File: src/hdl/phsc_pkg.sv
// ----------------------------------------------------------------------------
// Sensor compensation package
// Types, register indexes and pipeline latencies shared by the block.
// ----------------------------------------------------------------------------
`timescale 1ns / 1ps

package phsc_pkg;

    localparam int LAT_FINE  = 5;
    localparam int LAT_PRESS = 78;
    localparam int LAT_HUM   = 10;
    localparam int LAT_TOTAL = LAT_FINE + LAT_PRESS;
    localparam int HUM_DLY   = LAT_PRESS - LAT_HUM;
    localparam int DIV_W     = 64;

    localparam logic signed [31:0] HUM_CLAMP     = 32'sd419430400;
    localparam logic [16:0]        HUM_CLAMP_OUT = 17'd102400;

    typedef enum logic [2:0] {
        CFG_TEMP       = 3'd0,
        CFG_PRESS_A    = 3'd1,
        CFG_PRESS_B    = 3'd2,
        CFG_PRESS_NINE = 3'd3,
        CFG_HUM_A      = 3'd4,
        CFG_HUM_B      = 3'd5
    } cfg_idx_t;

    typedef struct packed {
        logic        [15:0] t1;
        logic signed [15:0] t2;
        logic signed [15:0] t3;
        logic        [15:0] p1;
        logic signed [15:0] p2;
        logic signed [15:0] p3;
        logic signed [15:0] p4;
        logic signed [15:0] p5;
        logic signed [15:0] p6;
        logic signed [15:0] p7;
        logic signed [15:0] p8;
        logic signed [15:0] p9;
        logic        [7:0]  h1;
        logic signed [15:0] h2;
        logic        [7:0]  h3;
        logic signed [15:0] h4;
        logic signed [15:0] h5;
        logic signed [7:0]  h6;
    } coeff_t;

endpackage

File: src/hdl/phsc_temp.sv
// ----------------------------------------------------------------------------
// Temperature compensation pipeline
// Five stages producing the fine temperature and the temperature result.
// ----------------------------------------------------------------------------
`timescale 1ns / 1ps

module phsc_temp (
    input  logic               clk,
    input  logic               en,
    input  logic [19:0]        adc_t,
    input  phsc_pkg::coeff_t   coeff,
    output logic signed [31:0] fine,
    output logic signed [31:0] temp
);
    import phsc_pkg::*;

    logic signed [15:0] t2;
    logic signed [15:0] t3;
    logic signed [31:0] a_reg;
    logic signed [31:0] b_reg;
    logic signed [31:0] pa_reg;
    logic signed [31:0] pb_reg;
    logic signed [31:0] tv1_reg;
    logic signed [31:0] pc_reg;
    logic signed [31:0] fine_reg;
    logic signed [31:0] fine_d_reg;
    logic signed [31:0] temp_reg;

    assign t2 = coeff.t2;
    assign t3 = coeff.t3;

    always_ff @(posedge clk)
    begin
        if (en)
        begin
            a_reg      <= $signed({15'd0, adc_t[19:3]}) - $signed({15'd0, coeff.t1, 1'b0});
            b_reg      <= $signed({16'd0, adc_t[19:4]}) - $signed({16'd0, coeff.t1});
            pa_reg     <= a_reg * t2;
            pb_reg     <= b_reg * b_reg;
            tv1_reg    <= pa_reg >>> 11;
            pc_reg     <= (pb_reg >>> 12) * t3;
            fine_reg   <= tv1_reg + (pc_reg >>> 14);
            fine_d_reg <= fine_reg;
            temp_reg   <= (fine_reg + (fine_reg <<< 2) + 32'sd128) >>> 8;
        end
    end

    assign fine = fine_d_reg;
    assign temp = temp_reg;

endmodule

File: config.mk
export PLATFORM = sky130hd
export DESIGN_NAME = phsc_temp
export DESIGN_NICKNAME = d
export VERILOG_FILES = /design/src/hdl/phsc_pkg.sv /design/src/hdl/phsc_temp.sv
export SDC_FILE = /design/constraint.sdc
export NUM_CORES = 2
export LEC_CHECK = 0
export ABC_AREA = 1
export BUFFER_PORTS_ARGS = -buffer_cell sky130_fd_sc_hd__buf_2
export CAP_MARGIN = 10
export CORE_AREA = 2 2 311 313
export CTS_BUF_LIST = sky130_fd_sc_hd__clkbuf_8
export DETAILED_ROUTE_END_ITERATION = 8
export DIE_AREA = 0 0 313 315
export HOLD_SLACK_MARGIN = 0.15
export PLACE_DENSITY = 0.62
export SLEW_MARGIN = 20
export SYNTH_ARGS = -nofsm -noshare
export SYNTH_HDL_FRONTEND = slang
export SYNTH_SLANG_ARGS = --single-unit
File: constraint.sdc
create_clock -name clk -period 7.8 [get_ports clk]
set_input_delay 0.39 -clock clk [delete_from_list [all_inputs] [get_ports clk]]
set_output_delay 0.39 -clock clk [all_outputs]
set_load 0.05 [all_outputs]
After elaboration in Yosys (flattened, before gate mapping)
Index checks and enable logic that the tools add are counted.
{"block": "totals", "ff_bits": 269, "inputBits": 286, "output_inout_bits": 64, "wordCells": 17}
{"block": "classes", "addsub": 5, "n_mul": 3}
{"op": "adder 32 bit", "n": 1}
{"op": "adder 32 x 9 -> 32 bit (second input constant)", "n": 1}
{"op": "multiplier 20 x 16 -> 32 bit", "n": 1}
{"op": "multiplier 32 x 16 -> 32 bit", "n": 1}
{"op": "multiplier 32 x 32 -> 32 bit", "n": 1}
{"op": "adder 21 x 18 -> 22 bit", "n": 1}
{"op": "subtractor 17 x 17 -> 18 bit", "n": 1}
{"op": "subtractor 16 x 16 -> 17 bit", "n": 1}

Longest topological paths before layout
{"block": "logic_depth", "ltp_word": 2, "depth_mapped": 33, "depth_no_buf": 31}

Least setup slack after synthesis
No wires, ideal clock.
{"block": "synth_path", "path_kind": "register to register", "startpoint": "register a_reg[30] (netlist name)", "endpoint": "register pb_reg[31], data pin", "setup_time_ps": 252, "t_arrival_ps": 6823, "required_ps": 7548, "setup_slack_ps": 725, "path_stages_with_launch": 25, "n_path_buf": 2, "synth_period_minus_slack_ps": 7075, "path_cell_list": "edfxtp_1 buf_4 buf_2 nand2_1 nor2_1 nor3_1 inv_1 fa_1 fa_1 inv_1 fa_1 fa_1 fa_1 fa_1 fa_1 ha_1 a21o_1 a21oi_1 nor2_1 nor3_1 o21ai_0 a21oi_1 inv_1 nand2_1 nand2_1"}
{"element": "end signal, assigned", "line": "phsc_temp.sv:39", "rtl": "pb_reg <= b_reg * b_reg;"}
{"element": "end, declared", "line": "phsc_temp.sv:22", "rtl": "logic signed [31:0] pb_reg;"}

==> summary.json <==
{
  "place.gp.congestion": {"value": 0.8996},
  "achievable-frequency": {"value": 137.1, "unit": "MHz"},
  "end_kind": {"value": "flip-flop"},
  "drt-vias-per-instance": {"value": 4.863},
  "boundaryPins": {"value": 350},
  "headroom_to_the_max_slew_limit": {"value": 0.3241},
  "tns": {"value": 0, "unit": "ns"},
  "post_synth_main_area_contributors": {"value": "fa_1 41%, inv_1 13%, edfxtp_1 12%, ha_1 11%, nand2_1 10%"},
  "route.detailed.wl_per_inst": {"value": 15.81, "unit": "um"},
  "grt_first_pass_wirelength": {"value": 168100, "unit": "um"},
  "globalRouteTotalUtil": {"value": 0.2155},
  "dr_total_vias": {"value": 30960},
  "layout.cells.non_filler": {"value": 6366},
  "fp.coreArea": {"value": 95710, "unit": "um^2"},
  "worst_hold_path_class": {"value": "in2reg"},
  "synth_top_area_cell": {"value": "fa_1"},
  "critPathBufInv": {"value": 5},
  "crit_path_top_cell_by_count": {"value": "fa_1"},
  "place_hpwl": {"value": 84910, "unit": "um"},
  "place_inst": {"value": 6329},
  "grt_max_degree": {"value": 69},
  "detail_route.drc_violations": {"value": 0},
  "clk_transition_reported_paths": {"value": 0.12, "unit": "ns"},
  "worst-r2r-cell-count": {"value": 24},
  "ys_seq_elements": {"value": 166},
  "timing.hold.worst.start": {"value": "coeff[248]"},
  "numPortBuffers": {"value": 130},
  "mappedNetlistNets": {"value": 6576},
  "ys_types": {"value": 49},
  "clock_latency": {"value": 0.60, "unit": "ns"},
  "largest_register_ffs": {"value": 44},
  "final_common_cell": {"value": "inv_1"},
  "fill_cells": {"value": 9308},
  "drt_wl_total": {"value": 100600, "unit": "um"},
  "first_iter_violations": {"value": 1657},
  "final_antenna_net_count": {"value": 0},
  "startpoint_type": {"value": "flip-flop"},
  "worst_hold_path.num_cells": {"value": 3},
  "rows": {"value": 114},
  "grt_overflow": {"value": 0},
  "synthCells": {"value": 5043},
  "initial_core_util": {"value": 0.4445},
  "finalSetupViolCount": {"value": 0},
  "slowest_stage_delay_on_critical_path": {"value": 0.62, "unit": "ns"},
  "clockRootBuffer": {"value": "clkbuf_8"},
  "syn_avg_cell_area": {"value": 8.436, "unit": "um^2"},
  "syn2layout_area_growth": {"value": 5.473, "unit": "%"},
  "worst-path-stages": {"value": 24},
  "grt_antenna_before_repair": {"value": 4},
  "cp_cell_sequence": {"value": "buf_4 -> nand2_1 -> inv_1 -> fa_1 -> inv_1 -> fa_1 -> inv_1 -> fa_1 -> fa_1 -> fa_1 -> fa_1 -> fa_1 -> fa_1 -> ha_1 -> a21oi_1 -> nor2_1 -> nor2_1 -> nor2_1 -> nor3_1 -> o21ai_0 -> a21oi_1 -> inv_1 -> nand2_1 -> nand2_1"},
  "clock_tree.buffer_depth": {"value": 2},
  "holdPathEnd": {"value": "a_reg[1]$_DFFE_PP_"},
  "floorplan.die_area": {"value": 98600, "unit": "um^2"},
  "report.final.slew_viol_count": {"value": 0},
  "cap_violations": {"value": 0},
  "cts_tree": {"value": "done"},
  "finalCritPeriodShare": {"value": 0.9350},
  "sequential_element_share_of_the_synthesized_area": {"value": 0.1172},
  "worstPathRequired": {"value": 8.10, "unit": "ns"},
  "via_count_of_the_first_global_routing_pass": {"value": 33190},
  "worst_clock_skew": {"value": 0.06659, "unit": "ns"},
  "worstReg2RegEnd": {"value": "pb_reg[31]$_DFFE_PP_"},
  "worst-slew-pin-transition": {"value": 1.014, "unit": "ns"},
  "final_period_minus_worst_setup_slack": {"value": 7.293, "unit": "ns"},
  "numCtsBuffers": {"value": 17},
  "dr.pass1.iters": {"value": 6},
  "cts.htree.levels": {"value": 4},
  "cts_num_sinks": {"value": 166},
  "final_net_count": {"value": 6609},
  "ys.warnings.count": {"value": 0},
  "unrepaired_setup_endpoints_after_global_routing": {"value": "false"},
  "synth_largest_type_area_fraction": {"value": 0.4103},
  "synth.cell_area": {"value": 42540, "unit": "um^2"},
  "worstPathArrival": {"value": 7.60, "unit": "ns"},
  "placed_area": {"value": 44410, "unit": "um^2"},
  "report.final.hold_viol_count": {"value": 0},
  "die_x": {"value": 313, "unit": "um"},
  "outcome": {"value": "complete, no violations"},
  "maximum_net_fanout_on_the_critical_path": {"value": 13},
  "final_layout_size_suffix_gt1_frac": {"value": 0.04893},
  "worst-r2r-setup-slack": {"value": 0.51, "unit": "ns"},
  "crit_family": {"value": "adder cells"},
  "critical-path-slowest-cell": {"value": "edfxtp_1"},
  "die_y": {"value": 315, "unit": "um"},
  "layout_common_cells": {"value": "1,514 x inv_1, 1,148 x nand2_1, 872 x fa_1"},
  "worstReg2RegStart": {"value": "a_reg[30]$_DFFE_PP_"},
  "final_area": {"value": 44870, "unit": "um^2"},
  "critPathKind": {"value": "reg2reg"}
}
## per-layer routing
layer,track usage,routed length (um),vias up
li1,-,-,14690
met2,0.3863,50980,671
met4,0.05622,2610,4
met5,0,24,-
met3,0.02230,4146,143
met1,0.2781,42880,15450
## Yosys cell counts (all sizes together)
cell type	instances
a211oi	1
a21boi	3
a21o	24
a21oi	162
a31o	1
a31oi	12
and2	1
buf	44
clkbuf	119
conb	1
edfxtp	166
fa	872
ha	375
inv	1515
nand2	1154
nand2b	1
nand3	95
nand3b	4
nand4	26
nor2	147
nor2b	1
nor3	26
nor3b	1
nor4	10
o2111ai	3
o211a	1
o211ai	4
o21a	8
o21ai	88
o21bai	16
o221ai	4
o31ai	2
or2	22
xnor2	46
xor2	88
## timing repair
action                                  in CTS  in global routing
resized for setup                            0                  0
buffers inserted                             0                  2
hold endpoints to repair                    14                  0
endpoints found under the setup margin       0                  1
hold buffers                                 2                  0
## worst min-delay path: cells and delay by family
| kind | cells | cell delay [ns] |
|---|---|---|
| buffers and inverters | 2 | 0.12 |
| adder cells (fa/ha/maj) | 1 | 0.12 |
## through the flow
stage / setup slack, ns / util / hold WS [ns]
4_1_cts: 0.3594 / 0.4686 / 0.1571
3_5_place_dp: 0.4173 / 0.4640 / 0.4056
5_1_grt: 0.1387 / 0.4688 / 0.1946
2_1_floorplan: 0.7249 / - / 0.4003
6_report: 0.5070 / 0.4688 / 0.2179
3_3_place_gp: 0.4529 / 0.4640 / 0.4034
## logic make-up after synthesis
group / share of synthesized area
xor gates and xnor gates: 0.02759
other: 0.00008815
buffers and inverters: 0.1503
adders and majority gates: 0.5206
and+or+nand+nor: 0.1400
AOI/OAI and AO/OA: 0.04418
DFF: 0.1172
## worst max-delay path by stage
stage / startpoint / to / slack (ns)
floorplan: a_reg[30]$_DFFE_PP_ / pb_reg[31]$_DFFE_PP_ / 0.72
global placement: a_reg[30]$_DFFE_PP_ / pb_reg[31]$_DFFE_PP_ / 0.45
detailed placement: a_reg[30]$_DFFE_PP_ / pb_reg[31]$_DFFE_PP_ / 0.42
CTS: a_reg[30]$_DFFE_PP_ / pb_reg[31]$_DFFE_PP_ / 0.36
global route: a_reg[30]$_DFFE_PP_ / pb_reg[31]$_DFFE_PP_ / 0.14
finish: a_reg[30]$_DFFE_PP_ / pb_reg[31]$_DFFE_PP_ / 0.51
## final cells by class
| class | instances | area, um^2 | area share |
|---|---|---|---|
| Tap cell | 1276 | 1597 | 0.03558 |
| Timing Repair Buffer | 177 | 1015 | 0.02261 |
| Clock inverter | 15 | 188.9 | 0.004211 |
| Multi-Input combinational cell | 3199 | 31160 | 0.6945 |
| Inverter | 1515 | 5687 | 0.1267 |
| Sequential cell | 166 | 4985 | 0.1111 |
| Clock buffer | 17 | 234.0 | 0.005214 |
| Antenna cell | 1 | 2.502 | 0.00005577 |
Power is left out: the tool's default activity adds up to more than one toggle a clock period on the data nets, which glitch-free logic cannot reach.
